$ cat config.mk
export PLATFORM = sky130hd
export DESIGN_NAME = lisp_lexer_stream_top
export DESIGN_NICKNAME = d
export VERILOG_FILES = /design/src/llx_pkg.sv /design/src/llx_step.sv /design/src/lisp_lexer_stream_top.sv
export SDC_FILE = /design/constraint.sdc
export NUM_CORES = 1
export LEC_CHECK = 0
export BUFFER_PORTS_ARGS = -buffer_cell sky130_fd_sc_hd__clkbuf_2
export CAP_MARGIN = 15
export CORE_MARGIN = 2
export CORE_UTILIZATION = 50
export CTS_CLUSTER_DIAMETER = 30
export DETAILED_ROUTE_END_ITERATION = 16
export PLACE_DENSITY = 0.71
export SETUP_SLACK_MARGIN = 0.3
export SLEW_MARGIN = 20
export SYNTH_ARGS = -nofsm -noshare
export SYNTH_HDL_FRONTEND = slang
export SYNTH_SLANG_ARGS = --single-unit
export TNS_END_PERCENT = 30
$ cat constraint.sdc
create_clock -name clock -period 3.45 [get_ports clock]
set_input_delay 0.345 -clock clock [delete_from_list [all_inputs] [get_ports clock]]
set_output_delay 0.345 -clock clock [all_outputs]
set_load 0.02 [all_outputs]
$ cat src/llx_pkg.sv
`timescale 1ns / 1ps
// Shared types, codes and keyword tables for the Lisp lexer stream block.
// Used by llx_step and lisp_lexer_stream_top; depends on nothing else.
package llx_pkg;

   localparam int MAX_TOKEN_LEN_DEF = 4095;
   localparam int NUM_KW = 17;
   localparam int KW_CHARS = 9;
   localparam logic [16:0] ALL_KW = 17'h1FFFF;

   typedef enum logic [2:0] {
      MODE_IDLE    = 3'd0,
      MODE_COMMENT = 3'd1,
      MODE_NUMBER  = 3'd2,
      MODE_SYMBOL  = 3'd3,
      MODE_STRING  = 3'd4,
      MODE_GT      = 3'd5,
      MODE_LT      = 3'd6
   } mode_type;

   typedef enum logic [1:0] {
      REC_CONTENT = 2'd0,
      REC_END     = 2'd1,
      REC_ERROR   = 2'd2,
      REC_EOT     = 2'd3
   } rec_kind_type;

   localparam logic [4:0] TK_LPAREN = 5'd0;
   localparam logic [4:0] TK_RPAREN = 5'd1;
   localparam logic [4:0] TK_NUMBER = 5'd2;
   localparam logic [4:0] TK_PLUS   = 5'd3;
   localparam logic [4:0] TK_MINUS  = 5'd4;
   localparam logic [4:0] TK_STAR   = 5'd5;
   localparam logic [4:0] TK_SLASH  = 5'd6;
   localparam logic [4:0] TK_STRING = 5'd7;
   localparam logic [4:0] TK_EQ     = 5'd8;
   localparam logic [4:0] TK_GT     = 5'd9;
   localparam logic [4:0] TK_GTE    = 5'd10;
   localparam logic [4:0] TK_LT     = 5'd11;
   localparam logic [4:0] TK_LTE    = 5'd12;
   localparam logic [4:0] TK_SYMBOL = 5'd13;
   localparam logic [4:0] TK_KW0    = 5'd14;

   localparam logic [7:0] CH_TAB    = 8'h09;
   localparam logic [7:0] CH_LF     = 8'h0A;
   localparam logic [7:0] CH_SPACE  = 8'h20;
   localparam logic [7:0] CH_QUOTE  = 8'h22;
   localparam logic [7:0] CH_LPAREN = 8'h28;
   localparam logic [7:0] CH_RPAREN = 8'h29;
   localparam logic [7:0] CH_STAR   = 8'h2A;
   localparam logic [7:0] CH_PLUS   = 8'h2B;
   localparam logic [7:0] CH_MINUS  = 8'h2D;
   localparam logic [7:0] CH_SLASH  = 8'h2F;
   localparam logic [7:0] CH_SEMI   = 8'h3B;
   localparam logic [7:0] CH_LT     = 8'h3C;
   localparam logic [7:0] CH_EQ     = 8'h3D;
   localparam logic [7:0] CH_GT     = 8'h3E;

   typedef struct packed {
      rec_kind_type kind;
      logic [4:0]   token_kind;
      logic [7:0]   content_byte;
      logic [11:0]  span_len;
   } rec_type;

   typedef struct packed {
      mode_type     mode;
      logic [11:0]  run_length;
      logic [16:0]  cands;
   } lex_state_type;

   typedef struct packed {
      rec_type [2:0] recs;
      logic [1:0]    count;
      lex_state_type next;
   } step_type;

   localparam lex_state_type LEX_RESET = '{mode: MODE_IDLE, run_length: 12'd0, cands: ALL_KW};

   // keyword text, first character in the top byte
   function automatic logic [71:0] kw_text(input logic [4:0] k);
      case (k)
         5'd0:    kw_text = "lambda   ";
         5'd1:    kw_text = "if       ";
         5'd2:    kw_text = "quote    ";
         5'd3:    kw_text = "nil      ";
         5'd4:    kw_text = "t        ";
         5'd5:    kw_text = "define   ";
         5'd6:    kw_text = "set!     ";
         5'd7:    kw_text = "loop     ";
         5'd8:    kw_text = "dotimes  ";
         5'd9:    kw_text = "print    ";
         5'd10:   kw_text = "println  ";
         5'd11:   kw_text = "str      ";
         5'd12:   kw_text = "length   ";
         5'd13:   kw_text = "bool?    ";
         5'd14:   kw_text = "now      ";
         5'd15:   kw_text = "sleep    ";
         5'd16:   kw_text = "time-diff";
         default: kw_text = '0;
      endcase
   endfunction

   function automatic logic [3:0] kw_len(input logic [4:0] k);
      case (k)
         5'd0:    kw_len = 4'd6;
         5'd1:    kw_len = 4'd2;
         5'd2:    kw_len = 4'd5;
         5'd3:    kw_len = 4'd3;
         5'd4:    kw_len = 4'd1;
         5'd5:    kw_len = 4'd6;
         5'd6:    kw_len = 4'd4;
         5'd7:    kw_len = 4'd4;
         5'd8:    kw_len = 4'd7;
         5'd9:    kw_len = 4'd5;
         5'd10:   kw_len = 4'd7;
         5'd11:   kw_len = 4'd3;
         5'd12:   kw_len = 4'd6;
         5'd13:   kw_len = 4'd5;
         5'd14:   kw_len = 4'd3;
         5'd15:   kw_len = 4'd5;
         5'd16:   kw_len = 4'd9;
         default: kw_len = 4'd0;
      endcase
   endfunction

   function automatic logic digit_char(input logic [7:0] c);
      digit_char = (c >= "0") && (c <= "9");
   endfunction

   function automatic logic is_sym(input logic [7:0] c);
      is_sym = ((c >= "a") && (c <= "z")) || ((c >= "A") && (c <= "Z")) || digit_char(c) ||
               (c == "_") || (c == "?") || (c == "!") || (c == CH_MINUS) ||
               (c == CH_EQ) || (c == CH_LT) || (c == CH_GT);
   endfunction

   // drop keywords whose character at pos differs from c
   function automatic logic [16:0] narrow(input logic [16:0] cands, input logic [11:0] pos,
                                          input logic [7:0] c);
      logic [71:0] txt;
      logic [3:0]  p;
      narrow = cands;
      p = pos[3:0];
      for (int k = 0; k < NUM_KW; k++) begin
         txt = kw_text(5'(k));
         if (!(pos < 12'(kw_len(5'(k)))) || txt[(KW_CHARS - 1 - int'(p)) * 8 +: 8] != c) begin
            narrow[k] = 1'b0;
         end
      end
   endfunction

   function automatic rec_type mk_content(input logic [7:0] c);
      mk_content = '{kind: REC_CONTENT, token_kind: 5'd0, content_byte: c, span_len: 12'd0};
   endfunction

   function automatic rec_type mk_end(input rec_kind_type rk, input logic [4:0] tk,
                                      input logic [11:0] len);
      mk_end = '{kind: rk, token_kind: tk, content_byte: 8'd0, span_len: len};
   endfunction

endpackage

$ cat src/llx_step.sv
`timescale 1ns / 1ps
// One lexer step: current lexer state and one input beat to up to three
// result records and the next lexer state. Depends on llx_pkg.
module llx_step #(
   parameter int MAX_TOKEN_LEN = llx_pkg::MAX_TOKEN_LEN_DEF
) (
   input  llx_pkg::lex_state_type cur,
   input  logic [7:0]             char_byte,
   input  logic                   end_of_text,
   output llx_pkg::step_type      step
);

   localparam int LenCap = (MAX_TOKEN_LEN < 4095) ? MAX_TOKEN_LEN : 4095;

   logic [11:0]             bumped;
   logic [4:0]              sym_kind;
   logic                    pend_v;
   llx_pkg::rec_type        pend_rec;
   llx_pkg::rec_type [1:0]  s_recs;
   logic [1:0]              s_n;
   llx_pkg::lex_state_type  s_next;
   logic                    end_v;
   logic                    do_start;

   assign bumped = (cur.run_length < 12'(LenCap)) ? cur.run_length + 12'd1 : cur.run_length;

   always_comb begin
      sym_kind = llx_pkg::TK_SYMBOL;
      for (int k = llx_pkg::NUM_KW - 1; k >= 0; k--) begin
         if (cur.cands[k] && cur.run_length == 12'(llx_pkg::kw_len(5'(k)))) begin
            sym_kind = llx_pkg::TK_KW0 + 5'(k);
         end
      end
   end

   always_comb begin
      pend_v = 1'b1;
      pend_rec = '0;
      case (cur.mode)
         llx_pkg::MODE_NUMBER: begin
            pend_rec = llx_pkg::mk_end(llx_pkg::REC_END, llx_pkg::TK_NUMBER, cur.run_length);
         end
         llx_pkg::MODE_SYMBOL: begin
            pend_rec = llx_pkg::mk_end(llx_pkg::REC_END, sym_kind, cur.run_length);
         end
         llx_pkg::MODE_GT: begin
            pend_rec = llx_pkg::mk_end(llx_pkg::REC_END, llx_pkg::TK_GT, 12'd1);
         end
         llx_pkg::MODE_LT: begin
            pend_rec = llx_pkg::mk_end(llx_pkg::REC_END, llx_pkg::TK_LT, 12'd1);
         end
         default: begin
            pend_v = 1'b0;
         end
      endcase
   end

   // lex a byte from a cleared state
   always_comb begin
      s_recs = '0;
      s_n = 2'd0;
      s_next = llx_pkg::LEX_RESET;
      case (char_byte)
         llx_pkg::CH_SPACE, llx_pkg::CH_LF, llx_pkg::CH_TAB: begin
            s_n = 2'd0;
         end
         llx_pkg::CH_SEMI: begin
            s_next.mode = llx_pkg::MODE_COMMENT;
         end
         llx_pkg::CH_QUOTE: begin
            s_next.mode = llx_pkg::MODE_STRING;
         end
         llx_pkg::CH_LPAREN, llx_pkg::CH_RPAREN, llx_pkg::CH_PLUS, llx_pkg::CH_MINUS,
         llx_pkg::CH_STAR, llx_pkg::CH_SLASH, llx_pkg::CH_EQ: begin
            s_recs[0] = llx_pkg::mk_content(char_byte);
            s_n = 2'd2;
            case (char_byte)
               llx_pkg::CH_LPAREN: begin
                  s_recs[1] = llx_pkg::mk_end(llx_pkg::REC_END, llx_pkg::TK_LPAREN, 12'd1);
               end
               llx_pkg::CH_RPAREN: begin
                  s_recs[1] = llx_pkg::mk_end(llx_pkg::REC_END, llx_pkg::TK_RPAREN, 12'd1);
               end
               llx_pkg::CH_PLUS: begin
                  s_recs[1] = llx_pkg::mk_end(llx_pkg::REC_END, llx_pkg::TK_PLUS, 12'd1);
               end
               llx_pkg::CH_MINUS: begin
                  s_recs[1] = llx_pkg::mk_end(llx_pkg::REC_END, llx_pkg::TK_MINUS, 12'd1);
               end
               llx_pkg::CH_STAR: begin
                  s_recs[1] = llx_pkg::mk_end(llx_pkg::REC_END, llx_pkg::TK_STAR, 12'd1);
               end
               llx_pkg::CH_SLASH: begin
                  s_recs[1] = llx_pkg::mk_end(llx_pkg::REC_END, llx_pkg::TK_SLASH, 12'd1);
               end
               default: begin
                  s_recs[1] = llx_pkg::mk_end(llx_pkg::REC_END, llx_pkg::TK_EQ, 12'd1);
               end
            endcase
         end
         llx_pkg::CH_GT: begin
            s_recs[0] = llx_pkg::mk_content(char_byte);
            s_n = 2'd1;
            s_next.mode = llx_pkg::MODE_GT;
            s_next.run_length = 12'd1;
         end
         llx_pkg::CH_LT: begin
            s_recs[0] = llx_pkg::mk_content(char_byte);
            s_n = 2'd1;
            s_next.mode = llx_pkg::MODE_LT;
            s_next.run_length = 12'd1;
         end
         default: begin
            if (llx_pkg::digit_char(char_byte)) begin
               s_recs[0] = llx_pkg::mk_content(char_byte);
               s_n = 2'd1;
               s_next.mode = llx_pkg::MODE_NUMBER;
               s_next.run_length = 12'd1;
            end else if (llx_pkg::is_sym(char_byte)) begin
               s_recs[0] = llx_pkg::mk_content(char_byte);
               s_n = 2'd1;
               s_next.mode = llx_pkg::MODE_SYMBOL;
               s_next.run_length = 12'd1;
               s_next.cands = llx_pkg::narrow(llx_pkg::ALL_KW, 12'd0, char_byte);
            end
         end
      endcase
   end

   always_comb begin
      step = '0;
      step.next = cur;
      end_v = 1'b0;
      do_start = 1'b0;
      if (end_of_text) begin
         step.next = llx_pkg::LEX_RESET;
         if (cur.mode == llx_pkg::MODE_STRING) begin
            step.recs[0] = llx_pkg::mk_end(llx_pkg::REC_ERROR, llx_pkg::TK_STRING,
                                           cur.run_length);
            step.recs[1] = llx_pkg::mk_end(llx_pkg::REC_EOT, 5'd0, 12'd0);
            step.count = 2'd2;
         end else if (pend_v) begin
            step.recs[0] = pend_rec;
            step.recs[1] = llx_pkg::mk_end(llx_pkg::REC_EOT, 5'd0, 12'd0);
            step.count = 2'd2;
         end else begin
            step.recs[0] = llx_pkg::mk_end(llx_pkg::REC_EOT, 5'd0, 12'd0);
            step.count = 2'd1;
         end
      end else begin
         case (cur.mode)
            llx_pkg::MODE_COMMENT: begin
               if (char_byte == llx_pkg::CH_LF) begin
                  step.next.mode = llx_pkg::MODE_IDLE;
               end
            end
            llx_pkg::MODE_STRING: begin
               step.count = 2'd1;
               if (char_byte == llx_pkg::CH_QUOTE) begin
                  step.recs[0] = llx_pkg::mk_end(llx_pkg::REC_END, llx_pkg::TK_STRING,
                                                 cur.run_length);
                  step.next = llx_pkg::LEX_RESET;
               end else begin
                  step.recs[0] = llx_pkg::mk_content(char_byte);
                  step.next.run_length = bumped;
               end
            end
            llx_pkg::MODE_NUMBER: begin
               if (llx_pkg::digit_char(char_byte)) begin
                  step.recs[0] = llx_pkg::mk_content(char_byte);
                  step.count = 2'd1;
                  step.next.run_length = bumped;
               end else begin
                  end_v = 1'b1;
                  do_start = 1'b1;
               end
            end
            llx_pkg::MODE_SYMBOL: begin
               if (llx_pkg::is_sym(char_byte)) begin
                  step.recs[0] = llx_pkg::mk_content(char_byte);
                  step.count = 2'd1;
                  step.next.cands = llx_pkg::narrow(cur.cands, cur.run_length, char_byte);
                  step.next.run_length = bumped;
               end else begin
                  end_v = 1'b1;
                  do_start = 1'b1;
               end
            end
            llx_pkg::MODE_GT, llx_pkg::MODE_LT: begin
               if (char_byte == llx_pkg::CH_EQ) begin
                  step.recs[0] = llx_pkg::mk_content(char_byte);
                  step.recs[1] = llx_pkg::mk_end(llx_pkg::REC_END,
                     (cur.mode == llx_pkg::MODE_GT) ? llx_pkg::TK_GTE : llx_pkg::TK_LTE,
                     12'd2);
                  step.count = 2'd2;
                  step.next = llx_pkg::LEX_RESET;
               end else begin
                  end_v = 1'b1;
                  do_start = 1'b1;
               end
            end
            default: begin
               do_start = 1'b1;
            end
         endcase
         if (do_start) begin
            step.next = s_next;
            if (end_v) begin
               step.recs[0] = pend_rec;
               step.recs[1] = s_recs[0];
               step.recs[2] = s_recs[1];
               step.count = s_n + 2'd1;
            end else begin
               step.recs[0] = s_recs[0];
               step.recs[1] = s_recs[1];
               step.count = s_n;
            end
         end
      end
   end

endmodule

$ cat src/lisp_lexer_stream_top.sv
`timescale 1ns / 1ps
// The first record of a byte is on rsp in the cycle after its req beat is accepted.
// One byte is taken per cycle while each byte yields at most one record and rsp
// is ready; a byte yielding two or three records holds req until the three-entry
// result bank, draining one record per cycle while rsp is ready, is down to its last.
// Reset (synchronous, active high): lexer idle, length zero, all keywords live,
// result bank empty.
module lisp_lexer_stream_top #(
   parameter int MAX_TOKEN_LEN = llx_pkg::MAX_TOKEN_LEN_DEF
) (
   input  logic        clock,
   input  logic        reset,
   input  logic        req_tvalid,
   output logic        req_tready,
   input  logic [7:0]  req_tdata,   // [7:0] char_byte
   input  logic        req_tlast,   // end_of_text
   output logic        rsp_tvalid,
   input  logic        rsp_tready,
   output logic [31:0] rsp_tdata,   // [4:0] token_kind, [12:5] content_byte,
                                    // [24:13] token length, [31:25] zero
   output logic [1:0]  rsp_tuser,   // [1:0] record_kind
   output logic        rsp_tlast    // last_of_run
);

   llx_pkg::lex_state_type state_ff, state_in;
   llx_pkg::rec_type [2:0] bank_ff, bank_in;
   logic [1:0]             left_ff, left_in;
   llx_pkg::step_type      step;
   logic                   req_acc;
   logic                   rsp_acc;

   llx_step #(
      .MAX_TOKEN_LEN(MAX_TOKEN_LEN)
   ) u_step (
      .cur        (state_ff),
      .char_byte  (req_tdata),
      .end_of_text(req_tlast),
      .step       (step)
   );

   assign rsp_tvalid = (left_ff != 2'd0);
   assign rsp_acc    = rsp_tvalid && rsp_tready;
   assign req_tready = (left_ff == 2'd0) || ((left_ff == 2'd1) && rsp_tready);
   assign req_acc    = req_tvalid && req_tready;

   assign rsp_tdata = {7'd0, bank_ff[0].span_len, bank_ff[0].content_byte,
                       bank_ff[0].token_kind};
   assign rsp_tuser = bank_ff[0].kind;
   assign rsp_tlast = (left_ff == 2'd1);

   always_comb begin
      state_in = state_ff;
      bank_in  = bank_ff;
      left_in  = left_ff;
      if (req_acc) begin
         state_in = step.next;
         bank_in  = step.recs;
         left_in  = step.count;
      end else if (rsp_acc) begin
         bank_in[0] = bank_ff[1];
         bank_in[1] = bank_ff[2];
         left_in    = left_ff - 2'd1;
      end
   end

   always_ff @(posedge clock) begin
      if (reset) begin
         state_ff <= llx_pkg::LEX_RESET;
         left_ff  <= 2'd0;
      end else begin
         state_ff <= state_in;
         left_ff  <= left_in;
      end
   end

   always_ff @(posedge clock) begin
      bank_ff <= bank_in;
   end

endmodule

Word level (Yosys, flattened, before mapping)
Cells that the tools add are included.
{"block": "totals", "regBits": 115, "input_bits": 13, "output_inout_bits": 37, "word_cells": 512}
{"block": "op_classes", "n_addsub": 4, "magnitude_cmp": 23, "n_eq_ne": 88, "n_shift": 17, "mux": 227, "n_bitwise": 2, "n_reduce_logical": 119}
{"op": "$mux 72", "n": 85}
{"op": "$shiftx 72x32->8", "n": 17}
{"op": "$ne 8x8->1", "n": 34}
{"op": "$mux 88", "n": 2}
{"op": "$mux 4", "n": 40}
{"op": "$pmux 24 s6", "n": 1}
{"op": "$pmux 29 s4", "n": 1}
{"op": "$eq 8x6->1 const B", "n": 14}
{"op": "$mux 56", "n": 2}
{"op": "$mux 54", "n": 2}
{"op": "$pmux 26 s4", "n": 1}
{"op": "$reduce_and 6->1", "n": 17}
{"op": "$lt 12x4->1", "n": 8}
{"op": "$mux 87", "n": 1}
{"op": "$mux 5", "n": 17}
{"op": "$ne 4x2->1 const B", "n": 21}
{"op": "$mux 26", "n": 3}
{"op": "$mux 29", "n": 2}
{"op": "$mux 27", "n": 2}
{"op": "$pmux 27 s2", "n": 1}
{"op": "$mux 17", "n": 3}
{"op": "$pmux 17 s3", "n": 1}
{"op": "$eq 12x3->1 const B", "n": 4}
{"op": "$pmux 12 s4", "n": 1}
{"op": "53 further kinds", "n": 200}

Logic depth before layout (Yosys ltp)
{"block": "logic_depth", "depth_word": 25, "mapped_depth": 14, "mapped_depth_nobuf": 9}

Cells and area by module
From an unflattened synthesis, not the netlist that was laid out.
{"block": "hier_totals", "cells_unflattened": 1156, "hier_area_um2": 9794.4}
{"mod": "llx_step", "n_inst": 1, "cells_each": 833, "area_each_um2": 5049.8, "seq_area_each_um2": 0.0}
{"mod": "lisp_lexer_stream_top", "n_inst": 1, "cells_each": 323, "area_each_um2": 4744.6, "seq_area_each_um2": 3113.0}

Worst setup path after synthesis
Ideal clock, no wire load.
{"block": "synth_timing", "kind": "register -> register", "startpoint": "register state_ff[17] (netlist bit)", "endpoint": "register state_ff[14] (netlist bit)", "setup_time_ps": 62, "arrival_time_ps": 3756, "t_required_ps": 3388, "setup_slack_ps": -368, "stages_incl_launch_ff": 12, "n_path_buf": 2, "period_less_slack_ps": 3818, "cell_sequence": "dfxtp_1 clkbuf_1 inv_1 buf_1 ha_1 or4b_2 o21a_1 o211ai_2 xor2_1 or4b_4 or4_1 nand3_1"}
{"block": "synth_between", "elab_chain_len": 6, "word_cells_on_any_way": 8, "classes_between": "add/sub: 1; order compare: 1; eq/ne: 2; shift: 1; reduce/logical: 3"}
{"element": "start, declared", "line_no": "lisp_lexer_stream_top.sv:25", "rtl": "llx_pkg::lex_state_type state_ff, state_in;"}
{"element": "start signal, assigned", "line_no": "lisp_lexer_stream_top.sv:68", "rtl": "state_ff <= llx_pkg::LEX_RESET;"}
{"element": "start signal, assigned", "line_no": "lisp_lexer_stream_top.sv:71", "rtl": "state_ff <= state_in;"}
{"element": "$sub 4x4->5", "line_no": "llx_pkg.sv:146", "rtl": "if (!(pos < 12'(kw_len(5'(k)))) || txt[(KW_CHARS - 1 - int'(p)) * 8 +: 8] != c) begin"}
{"element": "$shiftx 72x32->8", "line_no": "llx_pkg.sv:146"}
{"element": "$ne 8x8->1", "line_no": "llx_pkg.sv:146"}
{"element": "$logic_or 1x1->1 (*)", "line_no": "llx_pkg.sv:146"}
{"element": "$ne 4x2->1 (no line) (*)"}
{"element": "$reduce_and 6->1 (no line) (*)"}
Mark *: on every way between the ends. The rest lies on a longest branch, timed or not.
A chain may end at the register's enable or synchronous reset.

Final worst setup path
{"block": "layout_timing", "startpoint": "register state_ff[19] (netlist bit)", "endpoint": "register state_ff[7] (netlist bit)"}
Same word-level chain as after synthesis.

==> impl_metrics.json <==
{
  "drv_cap": 0,
  "cpPeakStageDelay_ns": 0.82,
  "synth-edff-count": 48,
  "start_util": 0.5054,
  "drv_slew": 0,
  "synth-async-reset-ratio": 0,
  "slowest_stage": "or4b_2",
  "syn_area_sq_mm": 0.007597,
  "synth_common_cells": "86 x nor2_1, 75 x nand2_1, 61 x o21ai_0",
  "r2r_setup_slack_ns": 0.37,
  "drive_gt1_frac": 0.1756,
  "pin_count": 50,
  "clk_latency_ns": 0.34,
  "grt_max_degree": 48,
  "firstDrtPassIters": 6,
  "pwr_density_cell_mw_per_mm2": 419.0,
  "drtAntennaViolNets": 0,
  "cp-end-kind": "register",
  "top_usage_layer": "met2",
  "hold_viol_final": 0,
  "synth_top_area_cell": "edfxtp_1",
  "yosysUniqueCellTypes": 93,
  "max_freq_ghz": 0.3248,
  "nets": 999,
  "place_inst": 1157,
  "crit_family": "simple AND/OR/NAND/NOR gates",
  "hold_depth": 2,
  "use_met2": 0.4838,
  "path_max_fanout": 18,
  "cts_tree": "built",
  "yosysMostFrequentCell": "nor2_1",
  "rsz0062_at_grt": "true",
  "portBuffers": 42,
  "antenna_cells": 0,
  "cp.arrival_ns": 3.27,
  "met1_usage": 0.4695,
  "first_global_vias": 7155,
  "start_kind": "register",
  "fin_skew_ns": 0.006899,
  "use_met3": 0.05109,
  "numCtsBuffers": 9,
  "grt_usage": 0.3202,
  "outcome": "complete, no violations",
  "peakVddDrop_mv": 0.2572,
  "drt-total-wl_um": 26170,
  "worst_pin_slew_ns": 0.8240,
  "grt_pass1_wl_um": 40930,
  "syn_area_per_cell_sq_um": 7.897,
  "crit_type": "register to register",
  "hp-class": "input pin to register",
  "clockRootBuffer": "clkbuf_16",
  "path_depth": 7,
  "areaGrowthSynthToFinish_pct": 10.38,
  "path_buf_inv": 0,
  "post_drt_wl_per_cell_um": 22.31,
  "antenna_found_initial": 0,
  "min_to": "rsp_tdata[12]",
  "tns_ns": 0,
  "num_rows": 45,
  "htreeDepth": 3,
  "synth_seq_cells": 82,
  "synth_area_leaders": "edfxtp_1 19%, dfxtp_1 9.0%, nor2_1 4.2%",
  "finalSetupViolCount": 0,
  "via_per_inst": 6.785,
  "worstReg2RegEnd": "state_ff[7]",
  "vias": 7959,
  "crit_path_cell_trace": "or4b_2 > a21oi_2 > or2_2 > a211oi_1 > nor4_1 > a2bb2oi_2 > o221ai_1",
  "total_power_uw": 3513,
  "dp_hpwl_um": 19550,
  "required_ns": 3.65,
  "drt_iter0_drc": 1347,
  "clk_path_buf_depth": 2,
  "gp_congestion": 1.041,
  "die_y_um": 127.3,
  "leakage_uw": 0.003101,
  "die-area_sq_mm": 0.01620,
  "drcViolationCount": 0,
  "clock_sinks": 82,
  "reg2reg_depth": 7,
  "synthFlopType": "edfxtp_1",
  "final_cell_count_no_fill": 1173,
  "relSlewSlack": 0.4456,
  "period_minus_slack_ns": 3.079,
  "finalCritPeriodShare": 0.8923,
  "postCtsSetupBuffers": 0,
  "die_w_um": 127.3,
  "grt.overflow.total": 0,
  "coreArea_sq_mm": 0.01503,
  "min-delay-start": "req_tdata[7]",
  "syn_inst": 962,
  "clk_pin_slew_ns": 0.06,
  "yosysWarnings": 0,
  "ys_seq_area_frac": 0.2793,
  "worstReg2RegStart": "state_ff[19]",
  "yosysTopAreaCellShare": 0.1897
}
==> routing by layer <==
layer / up-vias / part of all wire / wire length (um)
li1: 3628 / - / -
met1: 3713 / 0.44 / 11400
met2: 546 / 0.43 / 11320
met3: 72 / 0.10 / 2649
met4: 0 / 0.031 / 804
met5: - / 0 / 0
==> timing repair <==
action                     4_1_cts  5_1_grt
hold buffers                     0        0
setup endpoints to repair        0        6
gates resized for setup          0        4
==> kinds of logic after synthesis <==
logic type / count (synthesis) / share of synthesized area
adders and majority gates: 6 / 0.009881
muxes: 22 / 0.02981
buffers and inverters: 131 / 0.08416
and+or+nand+nor: 393 / 0.2785
DFF: 82 / 0.2793
xor gates and xnor gates: 49 / 0.05649
other: 1 / 0.0004936
AOI/OAI and AO/OA: 278 / 0.2614
==> sequential cells by signal (all words and copies together), names as in the netlist <==
signal / count
bank_ff: 21
left_ff: 2
rsp_tdata: 25
rsp_tuser: 2
state_ff: 32
==> worst max-delay path by stage <==
stage	startpoint	to	slack (ns)
after CTS	state_ff[31]	state_ff[7]	0.35
after detailed placement	state_ff[31]	state_ff[7]	0.40
final	state_ff[19]	state_ff[7]	0.37
after global placement	state_ff[31]	state_ff[7]	0.29
after floorplan	state_ff[17]	state_ff[3]	0.36
after global routing	state_ff[19]	state_ff[7]	0.18
==> layout make-up <==
class / instances / area (sq um)
flip-flops and latches: 82 / 2130
clock buffers: 9 / 225.2
repair buffers: 108 / 718.2
inverters: 23 / 86.33
well taps: 188 / 235.2
multi-input cells: 756 / 4921
clock inverters: 7 / 70.07
fillers: 1401 / 6648
==> cell usage in the layout, fill, tap and decap left out, types with 8 or more instances in the layout <==
cell and instances:
nor2_1 85, nand2_1 75, buf_4 65, o21ai_0 61, edfxtp_1 48, a21oi_1 43, clkbuf_2 42, nand3_1 41
xnor2_1 36, dfxtp_1 32, nor3_1 31, and2_1 23, o211ai_1 20, nor4_1 20, nand4_1 18, mux2i_1 17
inv_1 16, a31oi_1 16, xor2_1 13, nand2b_1 11, nor2b_1 11, a22o_1 11, o21a_1 11, and3_1 10
o31ai_1 10, clkbuf_16 9, or2_2 8, a211oi_1 8, conb_1 8
==> worst register-to-register path, stage by stage (launching register included) <==
cell       delay, ns
dfxtp_1         0.51
or4b_2          0.82
a21oi_2         0.38
or2_2           0.21
a211oi_1        0.08
nor4_1          0.50
a2bb2oi_2       0.27
o221ai_1        0.16
==> metrics by stage <==
step | setup WS (ns) | hold slack (ns) | util | instance area [sq um]
floorplan | 0.3563 | 0.4702 | - | 7695
global placement | 0.2853 | 0.5046 | 0.5364 | 8064
detailed placement | 0.3963 | 0.5090 | 0.5364 | 8064
CTS | 0.3513 | 0.4716 | 0.5561 | 8359
global route | 0.1821 | 0.5075 | 0.5578 | 8386
finish | 0.3715 | 0.4892 | 0.5578 | 8386
==> report_power, final <==
group          switching (uW)  internal, uW
clock network             405           559
logic                     800           426
registers                78.9          1240
No activity file was read; power rests on OpenSTA's default activity.
